[config.mk]
export PLATFORM = sky130hd
export DESIGN_NAME = pwm_melody_sequencer
export DESIGN_NICKNAME = d
export VERILOG_FILES = /design/src/rtl/pms_pkg.sv /design/src/rtl/pms_div.sv /design/src/rtl/pms_ctrl.sv /design/src/rtl/pms_datapath.sv /design/src/rtl/pwm_melody_sequencer.sv
export SDC_FILE = /design/constraint.sdc
export NUM_CORES = 2
export LEC_CHECK = 0
export ABC_AREA = 1
export BUFFER_PORTS_ARGS = -buffer_cell sky130_fd_sc_hd__buf_2
export CAP_MARGIN = 10
export CORE_MARGIN = 2
export CORE_UTILIZATION = 42
export DETAILED_ROUTE_END_ITERATION = 10
export HOLD_SLACK_MARGIN = 0.06
export PLACE_DENSITY = 0.6
export SLEW_MARGIN = 5
export SYNTH_ARGS = -nofsm -noshare
export SYNTH_HDL_FRONTEND = slang
export SYNTH_SLANG_ARGS = --single-unit
[constraint.sdc]
create_clock -name clk -period 24.3 [get_ports clk]
set_input_delay 4.86 -clock clk [delete_from_list [all_inputs] [get_ports clk]]
set_output_delay 4.86 -clock clk [all_outputs]
set_load 0.05 [all_outputs]
[src/rtl/pms_pkg.sv]
// Shared types and constants of the PWM melody sequencer.
// Used by pms_ctrl, pms_datapath and the top level; depends on nothing.
package pms_pkg;

  localparam int PERIOD_W   = 26;
  localparam int MATCH_W    = 25;
  localparam int POS_W      = 7;
  localparam int FREQ_W     = 16;
  localparam int TEMPO_W    = 8;
  localparam int TICK_W     = 16;
  localparam int NOTES_W    = 8;
  localparam int CFG_ADDR_W = 2;
  localparam int CFG_DATA_W = 8;
  localparam int IN_DATA_W  = 32;
  localparam int OUT_DATA_W = 64;

  localparam logic [PERIOD_W-1:0] PERIOD_MAX = '1;
  localparam logic [TICK_W-1:0]   TICKS_MAX  = '1;

  // Configuration register indexes
  localparam logic [CFG_ADDR_W-1:0] CFG_MELODY_NOTES = 2'd0;
  localparam logic [CFG_ADDR_W-1:0] CFG_SLOW_MODE    = 2'd1;
  localparam logic [CFG_ADDR_W-1:0] CFG_REPEAT_ON    = 2'd2;

  typedef enum logic [1:0] {
    OP_WRITE = 2'd0,
    OP_START = 2'd1,
    OP_TICK  = 2'd2,
    OP_STOP  = 2'd3
  } pms_op_t;

  typedef enum logic [1:0] {
    PH_PLAY = 2'd0,
    PH_GAP  = 2'd1,
    PH_NEXT = 2'd2,
    PH_OFF  = 2'd3
  } pms_phase_t;

  typedef enum logic [2:0] {
    S_IDLE,
    S_EXEC,
    S_READ,
    S_LOAD,
    S_DIV,
    S_PUSH
  } pms_state_t;

  typedef struct packed {
    logic latch;      // capture the input beat
    logic mem_wr;     // write the note entry
    logic start;      // restart playback from note 0
    logic tick;       // advance play/gap/off phases
    logic stop;       // stop timer, phase off
    logic set_play;   // next-note phase turns to play
    logic rest;       // loaded note is a rest
    logic div_start;  // launch period and length dividers
    logic load;       // commit divider results
    logic push;       // move state into the output register
  } pms_cmd_t;

  typedef struct packed {
    pms_op_t    op;
    pms_phase_t phase;
    logic       rest;
    logic       div_busy;
    logic       out_free;
  } pms_sts_t;

endpackage

[src/rtl/pms_div.sv]
// Restoring divider, one quotient bit per cycle.
// Stand-alone; used by pms_datapath.
module pms_div #(
  parameter int NW = 26,
  parameter int DW = 16
) (
  input  logic          clk,
  input  logic          rst_n,
  input  logic          start,
  input  logic [NW-1:0] dividend,
  input  logic [DW-1:0] divisor,
  output logic          busy,
  output logic [NW-1:0] quotient
);

  localparam int CW = $clog2(NW + 1);

  logic [CW-1:0] cnt_r, cnt_nxt;
  logic [NW-1:0] dq_r, dq_nxt;
  logic [DW-1:0] rem_r, rem_nxt;
  logic [DW-1:0] dvs_r;
  logic [DW:0]   part;
  logic [DW:0]   diff;

  // Partial remainder with the next dividend bit shifted in
  assign part = {rem_r, dq_r[NW-1]};
  assign diff = part - {1'b0, dvs_r};

  always_comb begin
    cnt_nxt = cnt_r;
    dq_nxt  = dq_r;
    rem_nxt = rem_r;
    if (start) begin
      cnt_nxt = CW'(NW);
      dq_nxt  = dividend;
      rem_nxt = '0;
    end else if (cnt_r != '0) begin
      cnt_nxt = cnt_r - 1'b1;
      if (!diff[DW]) begin
        rem_nxt = diff[DW-1:0];
        dq_nxt  = {dq_r[NW-2:0], 1'b1};
      end else begin
        rem_nxt = part[DW-1:0];
        dq_nxt  = {dq_r[NW-2:0], 1'b0};
      end
    end
  end

  always_ff @(posedge clk) begin
    if (!rst_n) begin
      cnt_r <= '0;
    end else begin
      cnt_r <= cnt_nxt;
    end
  end

  always_ff @(posedge clk) begin
    dq_r  <= dq_nxt;
    rem_r <= rem_nxt;
    if (start) begin
      dvs_r <= divisor;
    end
  end

  assign busy     = (cnt_r != '0);
  assign quotient = dq_r;

endmodule

[src/rtl/pms_ctrl.sv]
// Sequencing state machine of the melody sequencer.
// Depends on pms_pkg; drives pms_datapath through pms_cmd_t.
module pms_ctrl (
  input  logic              clk,
  input  logic              rst_n,
  input  logic              in_tvalid,
  output logic              in_tready,
  input  pms_pkg::pms_sts_t sts,
  output pms_pkg::pms_cmd_t cmd
);

  pms_pkg::pms_state_t state_r, state_nxt;

  always_ff @(posedge clk) begin
    if (!rst_n) begin
      state_r <= pms_pkg::S_IDLE;
    end else begin
      state_r <= state_nxt;
    end
  end

  always_comb begin
    state_nxt = state_r;
    cmd       = '0;
    in_tready = 1'b0;
    unique case (state_r)
      pms_pkg::S_IDLE: begin
        in_tready = 1'b1;
        if (in_tvalid) begin
          cmd.latch = 1'b1;
          state_nxt = pms_pkg::S_EXEC;
        end
      end
      pms_pkg::S_EXEC: begin
        unique case (sts.op)
          pms_pkg::OP_WRITE: begin
            cmd.mem_wr = 1'b1;
            state_nxt  = pms_pkg::S_PUSH;
          end
          pms_pkg::OP_START: begin
            cmd.start = 1'b1;
            state_nxt = pms_pkg::S_READ;
          end
          pms_pkg::OP_TICK: begin
            if (sts.phase == pms_pkg::PH_NEXT) begin
              cmd.set_play = 1'b1;
              state_nxt    = pms_pkg::S_READ;
            end else begin
              cmd.tick  = 1'b1;
              state_nxt = pms_pkg::S_PUSH;
            end
          end
          pms_pkg::OP_STOP: begin
            cmd.stop  = 1'b1;
            state_nxt = pms_pkg::S_PUSH;
          end
          default: state_nxt = pms_pkg::S_PUSH;
        endcase
      end
      pms_pkg::S_READ: state_nxt = pms_pkg::S_LOAD;
      pms_pkg::S_LOAD: begin
        if (sts.rest) begin
          cmd.rest  = 1'b1;
          state_nxt = pms_pkg::S_PUSH;
        end else begin
          cmd.div_start = 1'b1;
          state_nxt     = pms_pkg::S_DIV;
        end
      end
      pms_pkg::S_DIV: begin
        if (!sts.div_busy) begin
          cmd.load  = 1'b1;
          state_nxt = pms_pkg::S_PUSH;
        end
      end
      pms_pkg::S_PUSH: begin
        if (sts.out_free) begin
          cmd.push  = 1'b1;
          state_nxt = pms_pkg::S_IDLE;
        end
      end
      default: state_nxt = pms_pkg::S_IDLE;
    endcase
  end

`ifndef SYNTHESIS
  a_div_launch: assert property (@(posedge clk) disable iff (!rst_n)
    (state_r == pms_pkg::S_LOAD && !sts.rest) |=> sts.div_busy)
    else $error("dividers not running after launch");
`endif

endmodule

[src/rtl/pms_datapath.sv]
// Note table, playback state, dividers and output register.
// Depends on pms_pkg and pms_div; commanded by pms_ctrl.
module pms_datapath #(
  parameter int MAX_NOTES = 128,
  parameter int CLOCK_HZ  = 50000000
) (
  input  logic                                clk,
  input  logic                                rst_n,
  input  pms_pkg::pms_cmd_t                   cmd,
  output pms_pkg::pms_sts_t                   sts,
  input  logic [1:0]                          in_tuser,
  input  logic [pms_pkg::IN_DATA_W-1:0]       in_tdata,
  input  logic                                cfg_we,
  input  logic [pms_pkg::CFG_ADDR_W-1:0]      cfg_addr,
  input  logic [pms_pkg::CFG_DATA_W-1:0]      cfg_wdata,
  output logic                                out_tvalid,
  input  logic                                out_tready,
  output logic [pms_pkg::OUT_DATA_W-1:0]      out_tdata
);

  localparam int MEM_DEPTH = (MAX_NOTES < 128) ? MAX_NOTES : 128;
  localparam int AW        = (MEM_DEPTH > 1) ? $clog2(MEM_DEPTH) : 1;
  localparam int NW        = $clog2(CLOCK_HZ + 1);
  localparam int QW        = (NW > pms_pkg::PERIOD_W) ? NW : pms_pkg::PERIOD_W;
  localparam int ENTRY_W   = pms_pkg::FREQ_W + pms_pkg::TEMPO_W;

  // Captured input beat
  pms_pkg::pms_op_t                op_r;
  logic [pms_pkg::POS_W-1:0]       idx_r;
  logic [pms_pkg::FREQ_W-1:0]      freq_r;
  logic [pms_pkg::TEMPO_W-1:0]     tempo_r;

  // Configuration
  logic [pms_pkg::NOTES_W-1:0]     notes_r;
  logic                            slow_r;
  logic                            repeat_r;

  // Playback state
  pms_pkg::pms_phase_t             phase_r, phase_nxt;
  logic [pms_pkg::TICK_W-1:0]      tick_count_r, tick_count_nxt;
  logic [pms_pkg::TICK_W-1:0]      note_ticks_r, note_ticks_nxt;
  logic [pms_pkg::POS_W-1:0]       note_pos_r, note_pos_nxt;
  logic [pms_pkg::PERIOD_W-1:0]    period_r, period_nxt;
  logic [pms_pkg::MATCH_W-1:0]     match_r, match_nxt;
  logic                            timer_r, timer_nxt;

  logic [ENTRY_W-1:0]              mem [MEM_DEPTH];
  logic [ENTRY_W-1:0]              rd_r;
  logic [pms_pkg::FREQ_W-1:0]      rd_freq;
  logic [pms_pkg::TEMPO_W-1:0]     rd_tempo;
  logic                            wr_ok;

  logic                            per_busy, len_busy;
  logic [NW-1:0]                   per_q;
  logic [pms_pkg::FREQ_W-1:0]      len_q;
  logic [QW-1:0]                   per_qx;
  logic [pms_pkg::PERIOD_W-1:0]    period_ld;
  logic [pms_pkg::TICK_W-1:0]      ticks_ld;

  logic [pms_pkg::NOTES_W-1:0]     limit;
  logic [pms_pkg::NOTES_W-1:0]     pos_inc;
  logic                            tick_more;

  logic                            out_valid_r;
  logic [pms_pkg::OUT_DATA_W-1:0]  out_data_r;

  always_ff @(posedge clk) begin
    if (cmd.latch) begin
      op_r    <= pms_pkg::pms_op_t'(in_tuser);
      idx_r   <= in_tdata[6:0];
      freq_r  <= in_tdata[22:7];
      tempo_r <= in_tdata[30:23];
    end
  end

  always_ff @(posedge clk) begin
    if (!rst_n) begin
      notes_r  <= pms_pkg::NOTES_W'(1);
      slow_r   <= 1'b0;
      repeat_r <= 1'b0;
    end else if (cfg_we) begin
      unique case (cfg_addr)
        pms_pkg::CFG_MELODY_NOTES: notes_r  <= cfg_wdata;
        pms_pkg::CFG_SLOW_MODE:    slow_r   <= cfg_wdata[0];
        pms_pkg::CFG_REPEAT_ON:    repeat_r <= cfg_wdata[0];
        default: ;
      endcase
    end
  end

  // Note table: one write port, one registered read at the current note
  assign wr_ok = (32'(idx_r) < MEM_DEPTH);

  always_ff @(posedge clk) begin
    if (cmd.mem_wr && wr_ok) begin
      mem[AW'(idx_r)] <= {tempo_r, freq_r};
    end
    rd_r <= mem[AW'(note_pos_r)];
  end

  assign rd_freq  = rd_r[pms_pkg::FREQ_W-1:0];
  assign rd_tempo = rd_r[ENTRY_W-1:pms_pkg::FREQ_W];

  pms_div #(.NW(NW), .DW(pms_pkg::FREQ_W)) u_div_per (
    .clk      (clk),
    .rst_n    (rst_n),
    .start    (cmd.div_start),
    .dividend (NW'(CLOCK_HZ)),
    .divisor  (rd_freq),
    .busy     (per_busy),
    .quotient (per_q)
  );

  pms_div #(.NW(pms_pkg::FREQ_W), .DW(pms_pkg::TEMPO_W)) u_div_len (
    .clk      (clk),
    .rst_n    (rst_n),
    .start    (cmd.div_start),
    .dividend (rd_freq),
    .divisor  (rd_tempo),
    .busy     (len_busy),
    .quotient (len_q)
  );

  // Saturate the period; a zero tempo pins the length at its maximum
  assign per_qx    = QW'(per_q);
  assign period_ld = (per_qx > QW'(pms_pkg::PERIOD_MAX)) ? pms_pkg::PERIOD_MAX
                                                         : pms_pkg::PERIOD_W'(per_qx);
  assign ticks_ld  = (rd_tempo == '0) ? pms_pkg::TICKS_MAX : len_q;

  always_comb begin
    limit = (notes_r == '0) ? pms_pkg::NOTES_W'(1) : notes_r;
    if (limit > pms_pkg::NOTES_W'(MEM_DEPTH)) begin
      limit = pms_pkg::NOTES_W'(MEM_DEPTH);
    end
  end

  assign pos_inc   = {1'b0, note_pos_r} + 1'b1;
  assign tick_more = (tick_count_r < note_ticks_r);

  always_comb begin
    phase_nxt      = phase_r;
    tick_count_nxt = tick_count_r;
    note_ticks_nxt = note_ticks_r;
    note_pos_nxt   = note_pos_r;
    period_nxt     = period_r;
    match_nxt      = match_r;
    timer_nxt      = timer_r;
    if (cmd.start) begin
      tick_count_nxt = '0;
      note_pos_nxt   = '0;
      phase_nxt      = pms_pkg::PH_PLAY;
      timer_nxt      = 1'b1;
    end
    if (cmd.set_play) begin
      phase_nxt = pms_pkg::PH_PLAY;
    end
    if (cmd.rest) begin
      match_nxt = '0;
    end
    if (cmd.load) begin
      period_nxt     = period_ld;
      note_ticks_nxt = ticks_ld;
      match_nxt      = period_ld[pms_pkg::PERIOD_W-1:1];
    end
    if (cmd.stop) begin
      timer_nxt = 1'b0;
      phase_nxt = pms_pkg::PH_OFF;
    end
    if (cmd.tick) begin
      unique case (phase_r)
        pms_pkg::PH_PLAY, pms_pkg::PH_GAP: begin
          if (tick_more) begin
            tick_count_nxt = tick_count_r + 1'b1;
          end else begin
            tick_count_nxt = '0;
            if (phase_r == pms_pkg::PH_PLAY && slow_r) begin
              match_nxt = '0;
              phase_nxt = pms_pkg::PH_GAP;
            end else if (pos_inc >= limit) begin
              note_pos_nxt = '0;
              phase_nxt    = repeat_r ? pms_pkg::PH_NEXT : pms_pkg::PH_OFF;
            end else begin
              note_pos_nxt = pos_inc[pms_pkg::POS_W-1:0];
              phase_nxt    = pms_pkg::PH_NEXT;
            end
          end
        end
        pms_pkg::PH_OFF:  timer_nxt = 1'b0;
        pms_pkg::PH_NEXT: ;
        default: ;
      endcase
    end
  end

  always_ff @(posedge clk) begin
    if (!rst_n) begin
      phase_r      <= pms_pkg::PH_OFF;
      tick_count_r <= '0;
      note_ticks_r <= '0;
      note_pos_r   <= '0;
      period_r     <= '0;
      match_r      <= '0;
      timer_r      <= 1'b0;
    end else begin
      phase_r      <= phase_nxt;
      tick_count_r <= tick_count_nxt;
      note_ticks_r <= note_ticks_nxt;
      note_pos_r   <= note_pos_nxt;
      period_r     <= period_nxt;
      match_r      <= match_nxt;
      timer_r      <= timer_nxt;
    end
  end

  // Output register: a pushed beat replaces one that leaves in the same cycle
  always_ff @(posedge clk) begin
    if (!rst_n) begin
      out_valid_r <= 1'b0;
    end else if (cmd.push) begin
      out_valid_r <= 1'b1;
    end else if (out_tready) begin
      out_valid_r <= 1'b0;
    end
  end

  always_ff @(posedge clk) begin
    if (cmd.push) begin
      out_data_r <= {3'b000, note_pos_r, phase_r, timer_r, match_r, period_r};
    end
  end

  assign out_tvalid = out_valid_r;
  assign out_tdata  = out_data_r;

  assign sts.op       = op_r;
  assign sts.phase    = phase_r;
  assign sts.rest     = (rd_freq == '0);
  assign sts.div_busy = per_busy | len_busy;
  assign sts.out_free = !out_valid_r || out_tready;

`ifndef SYNTHESIS
  a_tick_bound: assert property (@(posedge clk) disable iff (!rst_n)
    tick_count_r <= note_ticks_r)
    else $error("tick count passed note length");

  a_pos_bound: assert property (@(posedge clk) disable iff (!rst_n)
    ({1'b0, note_pos_r} < pms_pkg::NOTES_W'(MEM_DEPTH)))
    else $error("note position outside table");
`endif

endmodule

[src/rtl/pwm_melody_sequencer.sv]
// PWM melody sequencer: command stream in, tone timer settings out.
// Depends on pms_pkg, pms_ctrl, pms_datapath and pms_div.
//
// Usage:
//   Input beats carry an op in in_tuser (write entry, start, tick, stop) and
//   the note entry fields in in_tdata. Every accepted beat yields exactly one
//   output beat holding the timer period, duty match, timer enable, play
//   phase and note position as they stand after the op.
//   The cfg_ port sets melody length, slow mode and repeat; write it only
//   while no beat is in flight.
// Processing:
//   Write, stop and plain ticks go from decode straight to the push state.
//   Start and the tick that loads the next note read the note table, then run
//   the period divider (CLOCK_HZ/freq) and the length divider (freq/tempo)
//   side by side, one quotient bit per cycle. A rest skips the dividers. One
//   beat is worked on at a time; the period divider, with a quotient of
//   $clog2(CLOCK_HZ+1) bits (26 at 50 MHz), sets the worst case.
// Reset: phase off, timer stopped, all counters and timer values zero,
//   melody length 1. The note table is not cleared.
// Stall: the output register holds its beat while out_tready is low; the
//   next input beat is still taken and worked on, then waits to be pushed.
module pwm_melody_sequencer #(
  parameter int MAX_NOTES = 128,
  parameter int CLOCK_HZ  = 50000000
) (
  input  logic                               clk,
  input  logic                               rst_n,
  // in_tdata: entry_index[6:0], entry_freq[22:7], entry_tempo[30:23], zero[31]
  input  logic                               in_tvalid,
  output logic                               in_tready,
  input  logic [pms_pkg::IN_DATA_W-1:0]      in_tdata,
  // in_tuser: op[1:0]
  input  logic [1:0]                         in_tuser,
  // out_tdata: pwm_period[25:0], pwm_match[50:26], tone_enable[51],
  //            play_phase[53:52], note_position[60:54], zero[63:61]
  output logic                               out_tvalid,
  input  logic                               out_tready,
  output logic [pms_pkg::OUT_DATA_W-1:0]     out_tdata,
  input  logic                               cfg_we,
  input  logic [pms_pkg::CFG_ADDR_W-1:0]     cfg_addr,
  input  logic [pms_pkg::CFG_DATA_W-1:0]     cfg_wdata
);

  pms_pkg::pms_cmd_t cmd;
  pms_pkg::pms_sts_t sts;

  // Sequencing: accept, decode, table read, divide, push
  pms_ctrl u_ctrl (
    .clk       (clk),
    .rst_n     (rst_n),
    .in_tvalid (in_tvalid),
    .in_tready (in_tready),
    .sts       (sts),
    .cmd       (cmd)
  );

  // Storage, playback state and arithmetic
  pms_datapath #(
    .MAX_NOTES (MAX_NOTES),
    .CLOCK_HZ  (CLOCK_HZ)
  ) u_datapath (
    .clk        (clk),
    .rst_n      (rst_n),
    .cmd        (cmd),
    .sts        (sts),
    .in_tuser   (in_tuser),
    .in_tdata   (in_tdata),
    .cfg_we     (cfg_we),
    .cfg_addr   (cfg_addr),
    .cfg_wdata  (cfg_wdata),
    .out_tvalid (out_tvalid),
    .out_tready (out_tready),
    .out_tdata  (out_tdata)
  );

endmodule

==> metrics.log <==
[metrics] startpoint of the most critical hold path: u_datapath.period_r[19]
[metrics] sequential group share of total power: 52.5%
[metrics] Power per Cell Area: 85.9 nW/µm²
[metrics] final global-route overflow total: 0
[metrics] Hold Buf Count CTS: 0
[metrics] Leakage Power: 50.6 nW
[metrics] final worst-path cycle share: 28.3%
[metrics] MaxCap Viol Count: 0
[metrics] internal power of the cells: 9.90 mW
[metrics] Core Region: 321000 µm²
[metrics] area share of the largest cell type after synthesis: 71.0%
[metrics] number of hold-slack violations in the final timing report: 0
[metrics] dominant combinational cell family by area after synthesis: simple AND/OR/NAND/NOR gates
[metrics] Detailed Route Iter0 Violations: 11100
[metrics] TritonCTS clock tree: built
[metrics] run status: finished clean
[metrics] origin of the worst setup path: u_ctrl.state_r[2]
[metrics] sum of negative setup slack: 0 ps
[metrics] startpoint types: flop
[metrics] most frequent cells after synthesis: sky130_fd_sc_hd__edfxtp_1, sky130_fd_sc_hd__nor2_1, sky130_fd_sc_hd__o21ai_0, sky130_fd_sc_hd__nand2_1, sky130_fd_sc_hd__nand3_1
[metrics] endpoint type of the worst setup path: primary output
[metrics] worst-case clock skew: 58.6 ps
[metrics] share of synthesized cell area in and, or, nand and nor gates: 11.4%
[metrics] Clock Latency Late Sink: 940 ps
[metrics] mean post-synth cell area: 12.3 µm²
[metrics] final weighted congestion in routability-driven placement: 0.898
[metrics] Detailed Routing Iterations Pass 1: 6
[metrics] Net count, final: 11100
[metrics] Synth async-reset ratio: 0%
[metrics] full die area: 327000 µm²
[metrics] effective utilization at floorplan: 42.2%
[metrics] total via count after detailed routing: 88200
[metrics] switching pwr: 3.13 mW
[metrics] area leader, netlist: sky130_fd_sc_hd__edfxtp_1
[metrics] FMAX: 0.145 GHz
[metrics] number of synthesized flops with an enable pin: 3206
[metrics] clock sink count: 3397
[metrics] portion of total power attributed to combinational logic: 8.1%
[metrics] crit path max fanout: 6
[metrics] Post-CTS Repair Setup Buffers: 0
[metrics] final-report max-slew violation count: 0
[metrics] Arrival @ worst endpoint: 2020 ps
[metrics] number of resized instances in the post-cts repair step: 0
[metrics] Die W: 572 µm
[metrics] number of register bits inferred by synthesis: 3397
[metrics] Total Routing Usage GR: 22.8%
[metrics] clock slew seen by the registers of the worst setup and hold paths: 60 ps
[metrics] XOR/XNOR Fraction of Synth Area: 0.129%
[metrics] number of cells traversed by the worst hold path: 0
[metrics] count of different cell masters after synthesis: 41
[metrics] type of the tightest min-delay check: flop to flop
[metrics] switching share of power: 24.0%
[metrics] Compound-Gate Fraction of Synth Area: 10.7%
[metrics] fill cell count: 27900
[metrics] num ports: 115
[metrics] warning count from the yosys run: 0
[metrics] standard-cell rows: 208
[metrics] max_slew headroom: 9.34%
[metrics] main flop type after synthesis: sky130_fd_sc_hd__edfxtp_1
[metrics] Area growth, synth to finish: 11.9%
[metrics] # setup viols final: 0
[metrics] adder and majority cell fraction of the synthesized area: 0.556%
[metrics] CTS max path bufs: 4
[metrics] CTS H-tree lvls: 5
[metrics] worst path required time: 19440 ps
[metrics] WL per Instance: 24.5 µm
[metrics] Tot Pwr: 13.0 mW
[metrics] initial antenna violation count: 8
[metrics] Inserted Clock Buffers: 350
[metrics] Slew @ Worst Pin: 1360 ps
[metrics] most frequently used cell type in the post-synthesis netlist: sky130_fd_sc_hd__edfxtp_1
[metrics] Root Driver: sky130_fd_sc_hd__clkbuf_16
[metrics] vias per inst: 5.65
[metrics] RSZ-0062 raised after global routing: false
[metrics] global-route wire length before repair: 551000 µm
[metrics] total wire length: 383000 µm
[metrics] PortBufs: 110
[metrics] pin count of the biggest net entering global routing: 226
[metrics] most area-consuming cells after synthesis: sky130_fd_sc_hd__edfxtp_1, sky130_fd_sc_hd__nor2_1, sky130_fd_sc_hd__o21ai_0
[metrics] Setup CP Type: flop to primary output
[metrics] area of the mapped netlist: 136000 µm²
[metrics] IR drop worst, VDD: 0.0552 mV
[metrics] die height: 572 µm
[metrics] DRT antenna net count: 0
[metrics] proportion of synthesized area in mux cells: 0%
[metrics] Worst R2R Start: u_datapath.note_pos_r[0]
[metrics] Cells after Synth: 11000
[metrics] Min Clock Period, post-route: 6880 ps
[metrics] post-detail-place hpwl: 208000 µm
[metrics] drc violations: 0
[metrics] share of final-layout standard cells stronger than drive strength 1: 9.06%
[metrics] share of the yosys chip area belonging to registers: 73.8%
[metrics] part of the power in the clock network: 39.5%
[metrics] vias in the first global route: 83100
[metrics] length in cells of the worst reg-to-reg path: 15
## cell families after synthesis
logic type / count (synthesis)
other: 1
AND/OR/NAND/NOR: 3899
AO/OA/AOI/OAI: 2615
XOR/XNOR: 20
adder cells (fa/ha/maj): 59
buffers and inverters: 1016
flip-flops: 3397
## critical path, stage by stage, from the launching register on
cell and delay (ps):
sky130_fd_sc_hd__dfxtp_1 370, sky130_fd_sc_hd__nor2_1 160, sky130_fd_sc_hd__inv_1 70, sky130_fd_sc_hd__nor2_1 190
sky130_fd_sc_hd__buf_2 310
## power groups by stage
| stage | Clock [mW] | Sequential, mW | Combinational [mW] |
|---|---|---|---|
| global route | 5.44 | 6.84 | 1.15 |
| finish | 5.15 | 6.83 | 1.05 |
| CTS | 5.22 | 6.83 | 1.04 |
| global placement | 0 | 6.95 | 1.01 |
| floorplan | 0 | 7.13 | 0.469 |
| detailed placement | 0 | 6.96 | 1.04 |
## final timing paths
check        slack [ps]                        to
max               17420                 in_tready
min                 430  u_datapath.out_tdata[19]
max reg2reg       18240       u_datapath.rd_r[18]
min reg2reg         430  u_datapath.out_tdata[19]
## final cells by class
cell class,count,area (µm²),area share [%]
Clock buffer,441,9290,6.12
Clock inverter,191,1680,1.11
Tap cell,4305,5390,3.55
Sequential cell,3397,100000,66.0
Timing Repair Buffer,373,2700,1.78
Inverter,311,1200,0.791
Antenna cell,6,15.0,0.00990
Multi-Input combinational cell,6596,31300,20.6
## through the flow
stage,area [µm²],cells,hold WS (ps),setup slack (ps),utilization (%)
after detailed placement,141000,15000,414,17740,43.8
after global placement,141000,15000,421,17760,43.8
after global routing,152000,15600,438,17300,47.2
after floorplan,136000,11000,403,12990,-
after CTS,152000,15600,427,17350,47.2
final,152000,15600,430,17420,47.2
## state kept, by name, summed over array words and instances, names as in the netlist, 8 cells and up
register / flops
u_datapath.freq_r: 16
u_datapath.match_r: 25
u_datapath.u_div_len.dvs_r: 8
u_datapath.mem: 3072
u_datapath.u_div_per.rem_r: 16
u_datapath.u_div_len.rem_r: 8
u_datapath.period_r: 26
u_datapath.tick_count_r: 16
u_datapath.out_tdata: 61
u_datapath.note_ticks_r: 16
u_datapath.u_div_per.quotient: 26
u_datapath.rd_r: 24
u_datapath.notes_r: 8
u_datapath.u_div_len.quotient: 16
u_datapath.tempo_r: 8
u_datapath.u_div_per.dvs_r: 16
## per-layer routing
metal	part of all wire, %	routed length, µm	global-route usage, %
met5	0.0029	11	0
met4	4.4	16800	9.68
met3	8.2	31300	3.21
met2	46	178000	36.4
met1	41	157000	31.2
## cell usage in the layout (no fill, tap or decap), types with 7 or more instances in the layout
| master | count |
|---|---|
| sky130_fd_sc_hd__a211oi_1 | 15 |
| sky130_fd_sc_hd__a21oi_1 | 234 |
| sky130_fd_sc_hd__buf_12 | 14 |
| sky130_fd_sc_hd__buf_2 | 110 |
| sky130_fd_sc_hd__buf_4 | 249 |
| sky130_fd_sc_hd__bufinv_16 | 17 |
| sky130_fd_sc_hd__clkbuf_1 | 77 |
| sky130_fd_sc_hd__clkbuf_16 | 354 |
| sky130_fd_sc_hd__clkbuf_8 | 10 |
| sky130_fd_sc_hd__clkinv_1 | 70 |
| sky130_fd_sc_hd__clkinv_2 | 62 |
| sky130_fd_sc_hd__clkinv_8 | 9 |
| sky130_fd_sc_hd__clkinvlp_4 | 9 |
| sky130_fd_sc_hd__dfxtp_1 | 186 |
| sky130_fd_sc_hd__edfxtp_1 | 3206 |
| sky130_fd_sc_hd__ha_1 | 57 |
| sky130_fd_sc_hd__inv_1 | 298 |
| sky130_fd_sc_hd__inv_2 | 7 |
| sky130_fd_sc_hd__inv_6 | 11 |
| sky130_fd_sc_hd__nand2_1 | 962 |
| sky130_fd_sc_hd__nand3_1 | 472 |
| sky130_fd_sc_hd__nand3b_1 | 9 |
| sky130_fd_sc_hd__nand4_1 | 18 |
| sky130_fd_sc_hd__nor2_1 | 2241 |
| sky130_fd_sc_hd__nor2_2 | 114 |
| sky130_fd_sc_hd__nor2_4 | 17 |
| sky130_fd_sc_hd__nor3_1 | 35 |
| sky130_fd_sc_hd__o211ai_1 | 363 |
| sky130_fd_sc_hd__o21ai_0 | 1568 |
| sky130_fd_sc_hd__o21ai_1 | 103 |
| sky130_fd_sc_hd__o221ai_1 | 8 |
| sky130_fd_sc_hd__o22ai_1 | 306 |
| sky130_fd_sc_hd__or2_2 | 9 |
| sky130_fd_sc_hd__xnor2_1 | 7 |
| sky130_fd_sc_hd__xor2_1 | 13 |
Power figures use the tool's default switching activity.
